==> config.mk <==
export PLATFORM = sky130hd
export DESIGN_NAME = pctm_seq
export DESIGN_NICKNAME = d
export VERILOG_FILES = /design/src/rtl/assert_macros.svh /design/src/rtl/pctm_pkg.sv /design/src/rtl/pctm_seq.sv
export SDC_FILE = /design/constraint.sdc
export NUM_CORES = 1
export LEC_CHECK = 0
export BUFFER_PORTS_ARGS = -buffer_cell sky130_fd_sc_hd__buf_2
export CORE_MARGIN = 2
export CORE_UTILIZATION = 55
export CTS_CLUSTER_DIAMETER = 200
export DETAILED_ROUTE_END_ITERATION = 10
export PLACE_DENSITY = 0.77
export RECOVER_POWER = 50
export SKIP_LAST_GASP = 1
export SYNTH_ARGS = -nofsm -noshare
export SYNTH_HDL_FRONTEND = slang
export SYNTH_SLANG_ARGS = --single-unit
==> constraint.sdc <==
create_clock -name clk -period 4.45 [get_ports clk]
set_input_delay 0.6675 -clock clk [delete_from_list [all_inputs] [get_ports clk]]
set_output_delay 0.6675 -clock clk [all_outputs]
set_load 0.05 [all_outputs]
==> src/rtl/assert_macros.svh <==
// Assertion shorthands for RTL files that check themselves; only the top level includes them.
`ifndef ASSERT_MACROS_SVH
`define ASSERT_MACROS_SVH

// The consequent must hold in the same cycle as the antecedent.
`define ASSERT_SAME(label, clk, rst_n, ante, cons) \
    label: assert property (@(posedge clk) disable iff (!rst_n) (ante) |-> (cons)) \
        else $error("same-cycle check failed");

// The consequent must hold in the cycle after the antecedent.
`define ASSERT_NEXT(label, clk, rst_n, ante, cons) \
    label: assert property (@(posedge clk) disable iff (!rst_n) (ante) |=> (cons)) \
        else $error("next-cycle check failed");

`endif

==> src/rtl/pctm_pkg.sv <==
package pctm_pkg;

    localparam int MODE_W = 2;
    localparam int SYM_W  = 8;
    localparam int LEN_W  = 5;
    localparam int CODE_W = 24;
    localparam int ST_W   = 2;

    localparam logic [MODE_W-1:0] MODE_WRITE  = 2'd0;
    localparam logic [MODE_W-1:0] MODE_CHECK  = 2'd1;
    localparam logic [MODE_W-1:0] MODE_LOOKUP = 2'd2;
    localparam logic [MODE_W-1:0] MODE_READ   = 2'd3;

    localparam logic [ST_W-1:0] ST_OK     = 2'd0;
    localparam logic [ST_W-1:0] ST_PREFIX = 2'd1;
    localparam logic [ST_W-1:0] ST_NONE   = 2'd2;

    // One table entry as it sits in the code memory.
    typedef struct packed {
        logic [LEN_W-1:0]  len;
        logic [CODE_W-1:0] bits;
    } pctm_entry_t;

    // Memory port controls from the sequencer.
    typedef struct packed {
        logic wr;
        logic rd;
    } pctm_mem_ctl_t;

    // A finished result item.
    typedef struct packed {
        logic [ST_W-1:0]   status;
        logic [SYM_W-1:0]  symbol_out;
        logic [LEN_W-1:0]  length_out;
        logic [CODE_W-1:0] bits_out;
        logic [LEN_W-1:0]  min_length;
        logic              table_ok;
    } pctm_res_t;

    // Ones in the low n bit positions of a code word.
    function automatic logic [CODE_W-1:0] code_mask(input logic [LEN_W-1:0] n);
        logic [CODE_W-1:0] m;
        for (int k = 0; k < CODE_W; k++)
        begin
            m[k] = (LEN_W'(k) < n);
        end
        return m;
    endfunction

    // True when code a of length la begins code b of length lb.
    function automatic logic is_prefix(input logic [LEN_W-1:0] la,
                                       input logic [CODE_W-1:0] a,
                                       input logic [LEN_W-1:0] lb,
                                       input logic [CODE_W-1:0] b);
        return (la <= lb) && (((a ^ b) & code_mask(la)) == '0);
    endfunction

endpackage

==> src/rtl/pctm_seq.sv <==
module pctm_seq
    import pctm_pkg::*;
#(
    parameter int NUM_SYMBOLS   = 256,
    parameter int MAX_CODE_BITS = 24,
    localparam int AW = $clog2(NUM_SYMBOLS)
)
(
    input  logic              clk,
    input  logic              rst_n,
    input  logic              item_take,
    input  logic [MODE_W-1:0] mode,
    input  logic [SYM_W-1:0]  symbol,
    input  logic [LEN_W-1:0]  code_len,
    input  logic [CODE_W-1:0] code_bits,
    output logic              idle,
    output logic              res_valid,
    input  logic              res_take,
    output pctm_res_t         res,
    output pctm_mem_ctl_t     mem_ctl,
    output logic [AW-1:0]     mem_addr,
    output pctm_entry_t       mem_wdata,
    input  pctm_entry_t       mem_rdata
);

    localparam int SL_RAW = $clog2(MAX_CODE_BITS + 2);
    localparam int SL_W   = (SL_RAW > LEN_W) ? SL_RAW : LEN_W;
    localparam logic [SL_W-1:0]  SL_INIT   = SL_W'(MAX_CODE_BITS + 1);
    localparam logic [AW:0]      NUM_C     = (AW + 1)'(NUM_SYMBOLS);
    localparam logic [AW-1:0]    LAST_IDX  = AW'(NUM_SYMBOLS - 1);
    localparam logic [AW-1:0]    LAST_ROW  = AW'(NUM_SYMBOLS - 2);
    localparam logic [SYM_W:0]   SYM_LIMIT = (SYM_W + 1)'(NUM_SYMBOLS);

    localparam logic [3:0] S_IDLE      = 4'd0;
    localparam logic [3:0] S_WRITE     = 4'd1;
    localparam logic [3:0] S_READ      = 4'd2;
    localparam logic [3:0] S_READ_WAIT = 4'd3;
    localparam logic [3:0] S_LOOK      = 4'd4;
    localparam logic [3:0] S_ROW       = 4'd5;
    localparam logic [3:0] S_ROW_WAIT  = 4'd6;
    localparam logic [3:0] S_COL       = 4'd7;
    localparam logic [3:0] S_DONE      = 4'd8;

    logic [3:0]        state_reg, state_next;
    logic [SL_W-1:0]   sl_reg, sl_next;
    logic              vf_reg, vf_next;
    logic [AW:0]       idx_reg, idx_next;
    logic              pend_reg, pend_next;
    logic [AW-1:0]     pidx_reg, pidx_next;
    logic [AW-1:0]     row_reg, row_next;
    pctm_entry_t       erow_reg, erow_next;
    logic [SYM_W-1:0]  sym_reg, sym_next;
    logic              symok_reg, symok_next;
    logic [LEN_W-1:0]  len_reg, len_next;
    logic [CODE_W-1:0] bits_reg, bits_next;
    logic [ST_W-1:0]   st_reg, st_next;
    logic [SYM_W-1:0]  so_reg, so_next;
    logic [LEN_W-1:0]  lo_reg, lo_next;
    logic [CODE_W-1:0] bo_reg, bo_next;

    logic [LEN_W-1:0]  sat_len;
    logic              issue;
    logic              hit_match, hit_prefix, hit_pair;

    assign sat_len = (int'(code_len) > MAX_CODE_BITS) ? LEN_W'(MAX_CODE_BITS) : code_len;
    assign issue   = (idx_reg < NUM_C);

    assign hit_match  = (mem_rdata.len == len_reg) && (mem_rdata.bits == bits_reg);
    assign hit_prefix = is_prefix(len_reg, bits_reg, mem_rdata.len, mem_rdata.bits);
    assign hit_pair   = is_prefix(erow_reg.len, erow_reg.bits, mem_rdata.len, mem_rdata.bits)
                     || is_prefix(mem_rdata.len, mem_rdata.bits, erow_reg.len, erow_reg.bits);

    assign idle      = (state_reg == S_IDLE);
    assign res_valid = (state_reg == S_DONE);
    assign mem_wdata = '{len: len_reg, bits: bits_reg};

    always_comb
    begin
        res.status     = st_reg;
        res.symbol_out = so_reg;
        res.length_out = lo_reg;
        res.bits_out   = bo_reg;
        res.min_length = sl_reg[LEN_W-1:0];
        res.table_ok   = vf_reg;
    end

    always_comb
    begin
        state_next = state_reg;
        sl_next    = sl_reg;
        vf_next    = vf_reg;
        idx_next   = idx_reg;
        pend_next  = 1'b0;
        pidx_next  = pidx_reg;
        row_next   = row_reg;
        erow_next  = erow_reg;
        sym_next   = sym_reg;
        symok_next = symok_reg;
        len_next   = len_reg;
        bits_next  = bits_reg;
        st_next    = st_reg;
        so_next    = so_reg;
        lo_next    = lo_reg;
        bo_next    = bo_reg;
        mem_ctl    = '0;
        mem_addr   = idx_reg[AW-1:0];

        case (state_reg)
            S_IDLE:
            begin
                if (item_take)
                begin
                    sym_next   = symbol;
                    symok_next = ({1'b0, symbol} < SYM_LIMIT);
                    st_next    = ST_OK;
                    so_next    = '0;
                    lo_next    = '0;
                    bo_next    = '0;
                    idx_next   = '0;
                    row_next   = '0;
                    case (mode)
                        MODE_WRITE:
                        begin
                            len_next   = sat_len;
                            bits_next  = code_bits & code_mask(sat_len);
                            state_next = S_WRITE;
                        end
                        MODE_CHECK:
                        begin
                            state_next = S_ROW;
                        end
                        MODE_LOOKUP:
                        begin
                            len_next   = code_len;
                            bits_next  = code_bits & code_mask(code_len);
                            state_next = S_LOOK;
                        end
                        default:
                        begin
                            state_next = S_READ;
                        end
                    endcase
                end
            end
            S_WRITE:
            begin
                mem_addr = sym_reg[AW-1:0];
                if (symok_reg)
                begin
                    mem_ctl.wr = 1'b1;
                    if (SL_W'(len_reg) < sl_reg)
                    begin
                        sl_next = SL_W'(len_reg);
                    end
                end
                else
                begin
                    st_next = ST_NONE;
                end
                state_next = S_DONE;
            end
            S_READ:
            begin
                mem_addr = sym_reg[AW-1:0];
                if (symok_reg)
                begin
                    mem_ctl.rd = 1'b1;
                    state_next = S_READ_WAIT;
                end
                else
                begin
                    st_next    = ST_NONE;
                    state_next = S_DONE;
                end
            end
            S_READ_WAIT:
            begin
                lo_next    = mem_rdata.len;
                bo_next    = mem_rdata.bits;
                state_next = S_DONE;
            end
            S_LOOK:
            begin
                // Reads go out one per cycle; each compare sees its entry in the cycle after the read.
                if (issue)
                begin
                    mem_ctl.rd = 1'b1;
                    idx_next   = idx_reg + 1'b1;
                    pend_next  = 1'b1;
                    pidx_next  = idx_reg[AW-1:0];
                end
                if (pend_reg)
                begin
                    if (hit_match)
                    begin
                        st_next    = ST_OK;
                        so_next    = SYM_W'(pidx_reg);
                        state_next = S_DONE;
                    end
                    else if (hit_prefix)
                    begin
                        st_next    = ST_PREFIX;
                        state_next = S_DONE;
                    end
                    else if (pidx_reg == LAST_IDX)
                    begin
                        st_next    = ST_NONE;
                        state_next = S_DONE;
                    end
                end
            end
            S_ROW:
            begin
                mem_addr   = row_reg;
                mem_ctl.rd = 1'b1;
                state_next = S_ROW_WAIT;
            end
            S_ROW_WAIT:
            begin
                erow_next  = mem_rdata;
                idx_next   = {1'b0, row_reg} + 1'b1;
                state_next = S_COL;
            end
            S_COL:
            begin
                if (issue)
                begin
                    mem_ctl.rd = 1'b1;
                    idx_next   = idx_reg + 1'b1;
                    pend_next  = 1'b1;
                    pidx_next  = idx_reg[AW-1:0];
                end
                if (pend_reg)
                begin
                    if (hit_pair)
                    begin
                        vf_next    = 1'b0;
                        st_next    = ST_NONE;
                        state_next = S_DONE;
                    end
                    else if (pidx_reg == LAST_IDX)
                    begin
                        if (row_reg == LAST_ROW)
                        begin
                            vf_next    = 1'b1;
                            st_next    = ST_OK;
                            state_next = S_DONE;
                        end
                        else
                        begin
                            row_next   = row_reg + 1'b1;
                            state_next = S_ROW;
                        end
                    end
                end
            end
            S_DONE:
            begin
                if (res_take)
                begin
                    state_next = S_IDLE;
                end
            end
            default:
            begin
                state_next = S_IDLE;
            end
        endcase
    end

    always_ff @(posedge clk or negedge rst_n)
    begin
        if (!rst_n)
        begin
            state_reg <= S_IDLE;
            sl_reg    <= SL_INIT;
            vf_reg    <= 1'b0;
            pend_reg  <= 1'b0;
        end
        else
        begin
            state_reg <= state_next;
            sl_reg    <= sl_next;
            vf_reg    <= vf_next;
            pend_reg  <= pend_next;
        end
    end

    always_ff @(posedge clk)
    begin
        idx_reg   <= idx_next;
        pidx_reg  <= pidx_next;
        row_reg   <= row_next;
        erow_reg  <= erow_next;
        sym_reg   <= sym_next;
        symok_reg <= symok_next;
        len_reg   <= len_next;
        bits_reg  <= bits_next;
        st_reg    <= st_next;
        so_reg    <= so_next;
        lo_reg    <= lo_next;
        bo_reg    <= bo_next;
    end

endmodule

Word-level counts from Yosys, hierarchy flattened:

Index checks and enable logic that the tools add are counted.

* flip-flop bits (word level): 141
* input bits: 72
* output and inout bits: 86
* logic and storage cells: 261

* add/sub/neg operators: 3
* magnitude comparators: 126
* equality and inequality tests: 26
* muxes and demuxes: 49
* bitwise gates (word level): 8
* reductions and logical operators: 33

Operator list (number)
* < comparator 4 x 5 -> 1 bit (first input constant): 40
* < comparator 5 bit (first input constant): 40
* AND 24 bit: 5
* < comparator 3 x 5 -> 1 bit (first input constant): 20
* case mux 24 bit (2 select lines): 2
* zero test 24 bit: 3
* two-way mux 8 bit: 7
* < comparator 1 x 5 -> 1 bit (first input constant): 10
* < comparator 2 x 5 -> 1 bit (first input constant): 10
* case mux 8 bit (2 select lines): 3
* bitwise XOR 24 bit: 2
* two-way mux 4 bit: 10
* case mux 4 bit (8 select lines): 1
* case mux 9 bit (3 select lines): 1
* equality test 24 bit: 1
* two-way mux 24 bit: 1
* case mux 5 bit (2 select lines): 2
* two-way mux 2 bit: 9
* two-way mux 9 bit: 2
* equality test 4 x 3 -> 1 bit (second input constant): 4
* equality test 8 bit (second input constant): 2
* less-or-equal comparator 5 bit: 3
* != test 2 bit (second input constant): 7
* AND reduction 6 bit: 2
* other kinds (33): 58

Logic depth before layout (Yosys ltp):

Gate-level depths: netlist of the first run.

* depth in word-level cells: 8
* gate-level depth with buffers: 11
* depth with buffers taken out: 10

Worst setup path after synthesis of the first run:

Ideal clock, no wire load.

* kind: input port to flip-flop
* start: in mem_rdata[28] in the netlist's numbering
* end: reg st_reg[0] (enable)
* library setup time: 0.349 ns
* arrival: 2.947 ns
* required time: 4.101 ns
* path slack: 1.154 ns
* stages on the path: 11
* path buffers: 1
* path through: clkbuf_1 inv_1 ha_1 and3_1 and3_1 a31oi_1 a2111oi_2 nand4_1 and3_1 or2_4 nor4_1

* cells in the longest elaborated chain, start to end: 7
* elaborated cells on any way between the ends: 39
* those cells by class: order compare: 27; eq/ne: 4; bitwise: 1; reduce/logical: 7

RTL lines
* from (decl): line pctm_seq.sv:23 `input pctm_entry_t mem_rdata`
* < comparator 1 x 5 -> 1 bit (tied with other cells): line pctm_pkg.sv:45 `m[k] = (LEN_W'(k) < n);`
* AND 24 bit: line pctm_pkg.sv:55 `return (la <= lb) && (((a ^ b) & code_mask(la)) == '0);`
* zero test 24 bit: line pctm_pkg.sv:55
* logical AND 1 bit: line pctm_pkg.sv:55
* logical OR 1 bit: line pctm_seq.sv:71 `|| is_prefix(mem_rdata.len, mem_rdata.bits, erow_reg.len, erow_reg.bits);`
* != test 3 bit (no line)
* AND reduction 8 bit (no line) (*)
* to (signal assigned): line pctm_seq.sv:299 `st_reg <= st_next;`
* to (decl): line pctm_seq.sv:56 `logic [ST_W-1:0] st_reg, st_next;`

Mark *: on every way between the ends. The rest lies on a longest branch, timed or not.
A chain may end at the register's enable or synchronous reset.

Worst setup path in the final report of the first run:

* start: in mem_rdata[27] in the netlist's numbering
* end: reg st_reg[1] (enable)

The elaborated chain is that of the path after synthesis.

==> results of run 1 <==
## final cells by class
class                   instances  area share (%)
flip-flops and latches        141            46.9
multi-input cells             487            36.2
repair buffers                160            7.57
clock buffers                  17            4.77
well taps                     180            2.52
clock inverters                14            1.08
inverters                      25            1.05
## power by group through the flow
stage / Sequential [uW] / Combinational (uW) / Clock, uW
after CTS: 2170 / 2180 / 1290
final: 2180 / 2150 / 1270
after global routing: 2220 / 2320 / 1340
after global placement: 2190 / 2140 / 0
after detailed placement: 2190 / 2170 / 0
after floorplan: 2470 / 1310 / 0
## stage by stage
stage	util [%]	total power [uW]	setup slack (ps)
after floorplan	-	3780	1150
after global placement	62.2	4330	997
after detailed placement	62.2	4360	789
after CTS	66.0	5630	1070
after global routing	65.1	5880	675
final	65.1	5600	800
## worst max-delay path: cells and delay by family
| family | cells | cell delay (ps) |
|---|---|---|
| AOI/OAI and AO/OA | 2 | 450 |
| adders and majority gates | 1 | 350 |
| buffers and inverters | 2 | 760 |
| and+or+nand+nor | 6 | 1470 |
## path summary, 6_finish.rpt
kind,end,cells past startpoint
worst max register to register,st_reg[1],10
min in group clk,sym_reg[3],1
worst min register to register,pidx_reg[5],0
worst max-delay path,st_reg[1],11
max in group asynchronous,sl_reg[2],1
worst min-delay path,vf_reg,1
## routing by layer
metal	vias up	global-route usage [%]
met5	-	0
met4	0	11.2
met3	42	6.41
met2	234	46.6
met1	2889	35.8
li1	2822	-
## cells in the final DEF (no fill, tap or decap), types with 6 or more instances in the layout
| cell type | n |
|---|---|
| xor2_1 | 47 |
| edfxtp_1 | 130 |
| and3_1 | 10 |
| xnor2_1 | 14 |
| ha_1 | 21 |
| a21oi_1 | 32 |
| dfrtp_1 | 8 |
| clkbuf_16 | 17 |
| nand2_1 | 47 |
| nor2_1 | 53 |
| inv_1 | 25 |
| clkbuf_1 | 104 |
| mux2i_1 | 8 |
| nor3_1 | 14 |
| a21boi_0 | 8 |
| nand4_1 | 8 |
| o21a_1 | 10 |
| and2_1 | 35 |
| buf_2 | 54 |
| o21ai_0 | 30 |
| o211ai_1 | 8 |
| and2_0 | 8 |
| nand3_1 | 13 |
| a31oi_1 | 8 |
| nor2b_1 | 9 |
| nor4_1 | 8 |
| clkinvlp_4 | 6 |
| a22oi_1 | 12 |
## cell families after synthesis
family | Yosys count | share of synthesized area [%]
flip-flops | 141 | 54.6
AND/OR/NAND/NOR | 236 | 16.0
AO/OA/AOI/OAI | 155 | 13.7
adder cells (fa/ha/maj) | 22 | 3.56
XOR/XNOR | 61 | 6.98
multiplexers | 13 | 1.78
buffers and inverters | 59 | 3.35
==> impl_metrics.csv, run 1 <==
group,metric,value,unit
worst_setup_path,end_kind,"register",
synthesis,yosys.cell_types.count,69,
place,dp_cells,993,
synthesis,yosys-top-cells-area,"edfxtp_1 (51%), xor2_1 (5.4%), and2_1 (3.5%)",
worst_setup_path,arrival,3720,ps
timing,finalSetupTns,0,ps
route,top_layer_used,"met4",
die,die_y,122,microns
route,post_drt_wl_per_cell,19.7,microns
job,maxCapViolations,1,
route,viasPerCell,5.85,
timing,finalHoldViolations,0,
synthesis,synth_common_cells,"edfxtp_1 (130), nor2_1 (55), nand2_1 (47), xor2_1 (47), and2_1 (43)",
synthesis,synth.net_count,780,
route,ant_nets,0,
pwr,pwr-share-seq,38.9,%
worst_setup_path,cp_max_fo,17,
clocking,ctsResizeCount,0,
place,gp_congestion,0.950,
outcome,status,"complete, but fails checks",
route,drt-pass1-iter-count,5,
grt,grt_max_degree,31,
synthesis,synthFlopType,"edfxtp_1",
timing,rsz0062_at_grt,"false",
clocking,htreeDepth,4,
route,totalWireLength,20200,microns
clocking,clockBufferDepth,2,
grt,antenna_found_initial,0,
final_layout,multi_input_area,3230,sq um
synthesis,yosysMostFrequentCell,"edfxtp_1",
timing,post-route-period-util,82.0,%
final_layout,seq_area,4180,sq um
worst_setup_path,crit_slowest_cell,"clkbuf_1",
grt,grt_pass1_wl,31500,microns
final_layout,drive_gt1_share,12.6,%
die,die_area,14900,sq um
clocking,cts.sinks,141,
clocking,ctsHoldBuffers,0,
route,wl_met2,10000,microns
route,drc,0,
synthesis,yosysWarnings,0,
synthesis,syn_area_per_cell,11.1,sq um
timing,relSlewSlack,-3.49,%
grt,grt_usage,28.1,%
pwr,peakVddDrop,0.000589,V
synthesis,async_flop_share,7.80,%
clocking,cts_made_buffers,17,
outcome,violations,"max-capacitance violations, max-slew violations",
final_layout,largest_register_ffs,29,
final_layout,area_growth,16.6,%
timing,timing.hold.ws,240,ps
worst_setup_path,worstSetupPathType,"in -> reg",
place,dpl.hpwl,15100,microns
synthesis,synth_edf_count,130,
route,met3RoutedLength,1240,microns
pwr,combPwrFrac,38.3,%
final_layout,postLayoutCellArea,8930,sq um
timing,worstMarginPinSlew,1550,ps
worst_setup_path,crit_start,"mem_rdata[27]",
timing,clock.fmax,0.274,GHz
clocking,clkTransAtPathRegs,60,ps
die,std_cell_rows,43,
route,vias,5987,
grt,overflow,0,
pwr,leakage,0.00336,uW
pwr,switchingPower,2410,uW
clocking,cts_tree,"yes",
worst_setup_path,critPathMostFrequentCell,"and3_1",
worst_setup_path,path_cells,"clkbuf_1 > inv_1 > ha_1 > and3_1 > and3_1 > a31oi_1 > a2111oi_2 > nand4_1 > and3_1 > or2_4 > nor4_1",
synthesis,yosysTopAreaCell,"edfxtp_1",
route,first_iter_violations,519,
die,start_util,55.8,%
final_layout,nNetsFinal,925,
timing,maxSlewViolCount,30,
route,wl_met1,8420,microns
final_layout,antenna_cells,0,
clocking,worstSkewPairLatency,430,ps
place,dpl_cell_area,8540,sq um
worst_setup_path,cpPeakStageDelay,540,ps
pwr,intPower,3190,uW
place,io_buffers,157,
clocking,cts_setup_buffers,0,
timing,fin_skew,7.69,ps
die,die_x,122,microns
worst_setup_path,reg2reg_from,"erow_reg[28]",
worst_setup_path,crit_path_start_kind,"input port",
pwr,p_per_area,627,nW/um^2
worst_setup_path,critPathRequiredTime,4520,ps
pwr,p_sw_share,43.0,%
min_path,hp-class,"in -> async",
timing,fin_crit,3650,ps
die,core,13700,sq um
worst_setup_path,r2r_slack,1010,ps
clocking,cts_root_buf,"clkbuf_16",
synthesis,synth-seq-area-share,54.6,%
pwr,clock_power_share,22.7,%
synthesis,synth_top_area_share,51.0,%
grt,grt_pass1_vias,5899,
synthesis,netlist_instances,687,
synthesis,synth_seq_cells,141,
final_layout,fillers,1135,
final_layout,finalNonFillerCells,1024,
timing,setup_viol,0,
die,io_pins,158,
synthesis,syn-cell-area,7660,sq um
No activity file was read; power rests on OpenSTA's default activity.
==> inputs of run 2 (changes only) <==
--- a/config.mk
+++ b/config.mk
@@ -7,10 +7,10 @@
 export LEC_CHECK = 0
 export BUFFER_PORTS_ARGS = -buffer_cell sky130_fd_sc_hd__buf_2
 export CORE_MARGIN = 2
-export CORE_UTILIZATION = 55
+export CORE_UTILIZATION = 50
 export CTS_CLUSTER_DIAMETER = 200
 export DETAILED_ROUTE_END_ITERATION = 10
-export PLACE_DENSITY = 0.77
+export PLACE_DENSITY = 0.74
 export RECOVER_POWER = 50
 export SKIP_LAST_GASP = 1
 export SYNTH_ARGS = -nofsm -noshare
==> constraint.sdc (replaced) <==
create_clock -name clk -period 3.3 [get_ports clk]
set_input_delay 0.495 -clock clk [delete_from_list [all_inputs] [get_ports clk]]
set_output_delay 0.495 -clock clk [all_outputs]
set_load 0.05 [all_outputs]
==> run 2 against run 1 <==
Compared with the run above:
- the run now ends clean
- global-route usage shrank 1.4 points
- sequential share of layout area down 1.6 points
- routed wire length grew 6.5%
- critical endpoint is now st_reg[0]
==> impl_metrics.csv, run 2 (synthesized netlist as in run 1, its figures left out) <==
group,metric,value,unit
outcome,status,"complete, no violations",
timing,relSlewSlack,22.9,%
die,io_pins,158,
timing,fin_crit,3070,ps
place,dpl.hpwl,16200,microns
worst_setup_path,arrival,3170,ps
worst_setup_path,path_cells,"buf_4 > or3b_1 > a21oi_1 > o211ai_1 > o31ai_1 > nand4_1 > and3_1 > or2_4 > nor4_2",
timing,rsz0062_at_grt,"false",
pwr,switchingPower,3310,uW
pwr,clock_power_share,25.9,%
die,die_area,16300,sq um
worst_setup_path,crit_path_start_kind,"register",
clocking,worstSkewPairLatency,420,ps
clocking,cts.sinks,141,
die,core,15100,sq um
worst_setup_path,critPathRequiredTime,3390,ps
grt,grt_pass1_vias,5999,
die,start_util,50.7,%
final_layout,fillers,1326,
worst_setup_path,cpPeakStageDelay,430,ps
min_path,hp-class,"in -> reg",
final_layout,largest_register_ffs,29,
grt,antenna_found_initial,0,
min_path,min_to,"sym_reg[1]",
timing,fin_skew,12.0,ps
pwr,peakVddDrop,0.000842,V
pwr,p_sw_share,41.4,%
pwr,combPwrFrac,37.6,%
final_layout,area_growth,20.7,%
timing,worstMarginPinSlew,1160,ps
final_layout,final_cell_mix,"edfxtp_1 (130), clkbuf_1 (102), buf_2 (61), nor2_1 (53)",
final_layout,drive_gt1_share,15.7,%
clocking,htreeDepth,4,
timing,clock.fmax,0.325,GHz
pwr,p_per_area,865,nW/um^2
route,viasPerCell,5.88,
worst_setup_path,reg2regPathDepth,9,
worst_setup_path,crit_slowest_cell,"edfxtp_1",
timing,post-route-period-util,93.1,%
place,gp_congestion,0.967,
clocking,cts_tree,"yes",
worst_setup_path,cp_max_fo,12,
route,drt-pass1-iter-count,5,
timing,setup_viol,0,
grt,overflow,0,
timing,timing.hold.ws,247,ps
pwr,intPower,4690,uW
final_layout,antenna_cells,0,
place,io_buffers,157,
worst_setup_path,end_kind,"register",
min_path,hp-start,"symbol[1]",
final_layout,mostFrequentLayoutCell,"edfxtp_1",
clocking,clkTransAtPathRegs,60,ps
worst_setup_path,r2r_slack,230,ps
worst_setup_path,rr_endpoint,"st_reg[0]",
clocking,cts_root_buf,"clkbuf_16",
timing,finalSetupTns,0,ps
pwr,leakage,0.00355,uW
die,die_x,128,microns
route,ant_nets,0,
worst_setup_path,worstSetupPathType,"reg -> reg",
grt,grt_max_degree,31,
timing,finalHoldViolations,0,
final_layout,nNetsFinal,952,
pwr,pwr-share-seq,36.5,%
job,maxCapViolations,0,
clocking,clockBufferDepth,2,
die,std_cell_rows,45,
worst_setup_path,reg2reg_from,"len_reg[4]",
route,first_iter_violations,594,
clocking,cts_made_buffers,17,
grt,grt_pass1_wl,33100,microns
grt,grt_usage,26.7,%
route,totalWireLength,21500,microns
die,die_y,128,microns
route,post_drt_wl_per_cell,20.3,microns
route,vias,6231,
min_path,min_path_cells,1,
timing,maxSlewViolCount,0,
route,drc,0,
[run 2: area by class of cell]
cell class                      count  area, sq um  share of cell area, %
Clock buffer                       17          425                   4.60
Clock inverter                     15          213                   2.30
Inverter                           25         93.8                   1.02
Multi-Input combinational cell    487         3220                   34.9
Sequential cell                   141         4180                   45.2
Tap cell                          188          235                   2.54
Timing Repair Buffer              187          871                   9.42
[run 2: power by group through the flow]
stage / registers, uW / clock network, uW / logic, uW
2_1_floorplan: 3330 / 0 / 1770
3_3_place_gp: 2930 / 0 / 3010
3_5_place_dp: 2940 / 0 / 3040
4_1_cts: 2910 / 2090 / 3060
5_1_grt: 2970 / 2160 / 3240
6_report: 2920 / 2070 / 3010
[run 2: per-layer routing]
metal | share of wire, % | track usage, % | wire length [microns]
met4 | 2.1 | 9.95 | 455
met3 | 5.9 | 5.30 | 1270
met1 | 42 | 34.3 | 9010
met2 | 50 | 45.2 | 10800
met5 | 0 | 0 | 0
[run 2: per-stage QoR]
| step | cell area [sq um] | worst slack, ps | util, % | total power (uW) | std cells |
|---|---|---|---|---|---|
| 6_report | 9240 | 228 | 61.3 | 8000 | 1060 |
| 5_1_grt | 9240 | 28.9 | 61.3 | 8370 | 1060 |
| 3_5_place_dp | 8740 | 95.7 | 57.9 | 5980 | 1027 |
| 3_3_place_gp | 8740 | 190 | 57.9 | 5940 | 1027 |
| 2_1_floorplan | 7660 | 121 | - | 5100 | 687 |
| 4_1_cts | 9390 | 205 | 62.2 | 8060 | 1060 |
[run 2: worst max-delay path by stage]
| stage | depth (start not counted) | slack, ps | end | from |
|---|---|---|---|---|
| 2_1_floorplan | 9 | 120 | st_reg[0] | len_reg[3] |
| 3_3_place_gp | 11 | 190 | st_reg[0] | mem_rdata[25] |
| 3_5_place_dp | 11 | 100 | st_reg[1] | mem_rdata[28] |
| 4_1_cts | 9 | 210 | st_reg[0] | len_reg[4] |
| 5_1_grt | 9 | 30 | st_reg[1] | len_reg[4] |
| 6_report | 9 | 230 | st_reg[0] | len_reg[4] |
[run 2: critical path: cells and delay by family (launching register included)]
family	cells	cell delay, ps
flip-flops	1	430
AND/OR/NAND/NOR	5	1410
buffers and inverters	1	220
AO/OA/AOI/OAI	3	690
[run 2: timing repair]
item	CTS	global route
gates resized for setup	0	1
hold endpoints to repair	8	0
hold buffers	1	0
setup buffers	0	0
endpoints found under the setup margin	0	2
==> inputs of run 3 (changes only) <==
--- a/config.mk
+++ b/config.mk
@@ -10,7 +10,7 @@
 export CORE_UTILIZATION = 50
 export CTS_CLUSTER_DIAMETER = 200
 export DETAILED_ROUTE_END_ITERATION = 10
-export PLACE_DENSITY = 0.74
+export PLACE_DENSITY = 0.75
 export RECOVER_POWER = 50
 export SKIP_LAST_GASP = 1
 export SYNTH_ARGS = -nofsm -noshare
==> run 3 against run 2 <==
Compared with the run above:
- worst setup slack lost 42 ps
- clock power shrank 14%
- via count rose by 1.3%
- routed wire length decreased by 1.5%
- largest cell class unchanged
- highest routed layer unchanged
==> impl_metrics.csv, run 3 (synthesized netlist as in run 1, its figures left out) <==
group,metric,value,unit
worst_setup_path,crit_slowest_cell,"a2111oi_2",
timing,fin_skew,7.18,ps
timing,worstMarginPinSlew,1050,ps
pwr,p_per_area,827,nW/um^2
grt,grt_max_degree,31,
worst_setup_path,worstSetupPathType,"in -> reg",
grt,grt_pass1_wl,32700,microns
timing,timing.hold.ws,250,ps
timing,maxSlewViolCount,0,
clocking,cts_root_buf,"clkbuf_16",
final_layout,nNetsFinal,994,
final_layout,final_cell_mix,"edfxtp_1 (130), clkbuf_1 (97), buf_2 (82), nor2_1 (53), buf_4 (53)",
final_layout,seq_area,4180,sq um
route,viasPerCell,5.73,
timing,setup_viol,0,
place,dp_slack,-28.3,ps
clocking,cts_tree,"yes",
grt,grt_pass1_vias,5996,
grt,antenna_found_initial,0,
timing,clock.fmax,0.321,GHz
worst_setup_path,end_kind,"register",
route,ant_nets,0,
outcome,status,"complete, no violations",
timing,post-route-period-util,94.4,%
die,die_x,128,microns
worst_setup_path,arrival,3260,ps
worst_setup_path,crit_path_start_kind,"input port",
worst_setup_path,path_cells,"clkbuf_1 > buf_4 > inv_1 > ha_1 > and3_1 > and3_1 > a31oi_1 > a2111oi_2 > nand4_1 > and3_1 > or2_4 > nor4_1 > buf_4",
route,first_iter_violations,642,
grt,overflow,0,
worst_setup_path,cp_max_fo,6,
final_layout,multi_input_area,3230,sq um
die,die_area,16300,sq um
route,drt-pass1-iter-count,5,
pwr,peakVddDrop,0.000610,V
die,io_pins,158,
route,post_drt_wl_per_cell,19.2,microns
final_layout,largest_register_ffs,29,
die,die_y,128,microns
timing,finalSetupTns,0,ps
clocking,worstSkewPairLatency,420,ps
min_path,hp-class,"in -> reg",
timing,finalHoldViolations,0,
place,io_buffers,157,
clocking,clockBufferDepth,2,
die,core,15100,sq um
worst_setup_path,critPathMostFrequentCell,"and3_1",
timing,rsz0062_at_grt,"false",
final_layout,utilization,62.6,%
pwr,leakage,0.00373,uW
timing,setup_ws,186,ps
job,maxCapViolations,0,
final_layout,mostFrequentLayoutCell,"edfxtp_1",
final_layout,drive_gt1_share,19.9,%
timing,fin_crit,3110,ps
clocking,cts_made_buffers,17,
final_layout,antenna_cells,0,
grt,grt_usage,26.4,%
die,start_util,50.7,%
worst_setup_path,critPathRequiredTime,3450,ps
route,drc,0,
timing,relSlewSlack,30.3,%
clocking,htreeDepth,4,
die,std_cell_rows,45,
final_layout,area_growth,23.3,%
route,totalWireLength,21200,microns
route,vias,6314,
worst_setup_path,cpPeakStageDelay,330,ps
clocking,clkTransAtPathRegs,60,ps
place,dpl.hpwl,16100,microns
clocking,cts.sinks,141,
place,gp_congestion,0.985,
final_layout,fillers,1308,
[run 3: layout make-up]
cell class / instances / area share [%]
clock inverters: 10 / 1.05
inverters: 25 / 0.994
repair buffers: 229 / 12.4
flip-flops and latches: 141 / 44.3
multi-input cells: 487 / 34.2
clock buffers: 21 / 4.66
well taps: 188 / 2.49
[run 3: final timing paths]
path	from	endpoint	cells after the start	slack, ps
hold reg to reg	idx_reg[0]	pidx_reg[0]	0	530
max in group asynchronous	rst_n	pend_reg	2	2190
setup reg to reg	len_reg[3]	st_reg[1]	9	200
setup / recovery	mem_rdata[27]	st_reg[1]	13	190
hold / removal	symbol[0]	sym_reg[0]	1	250
min in group asynchronous	rst_n	sl_reg[1]	2	650
[run 3: where the power goes]
part	leakage, uW	switching [uW]	internal (uW)	total (uW)
Combinational	0.00212	2190	934	3130
Clock	0.000263	697	1090	1790
Sequential	0.00135	331	2560	2900
[run 3: timing repair]
item                                   4_1_cts  5_1_grt
hold buffers                                 1        0
endpoints found under the hold margin        8        0
gates resized for setup                      0        2
setup endpoints to repair                    0       10
setup buffers                                0        6
[run 3: per-stage QoR]
step,power [uW],instances,instance area (sq um)
5_1_grt,8210,1101,9440
3_3_place_gp,6030,1063,9010
2_1_floorplan,5100,687,7660
4_1_cts,7870,1095,9560
6_report,7810,1101,9440
3_5_place_dp,6060,1063,9010
[run 3: metal layers]
layer  vias to the layer above  track usage, %  part of all wire (%)
met3                        45            5.51                   7.3
li1                       2957               -                     -
met1                      3003            35.8                    43
met2                       309            42.5                    48
met5                         -               0                     0
met4                         0            9.24                   2.5
[run 3: worst max-delay path, delay by kind of cell]
family          cells  cell delay, ps
compound gates      2             400
fa+ha+maj           1             300
buf+inv             4             760
simple gates        6            1310
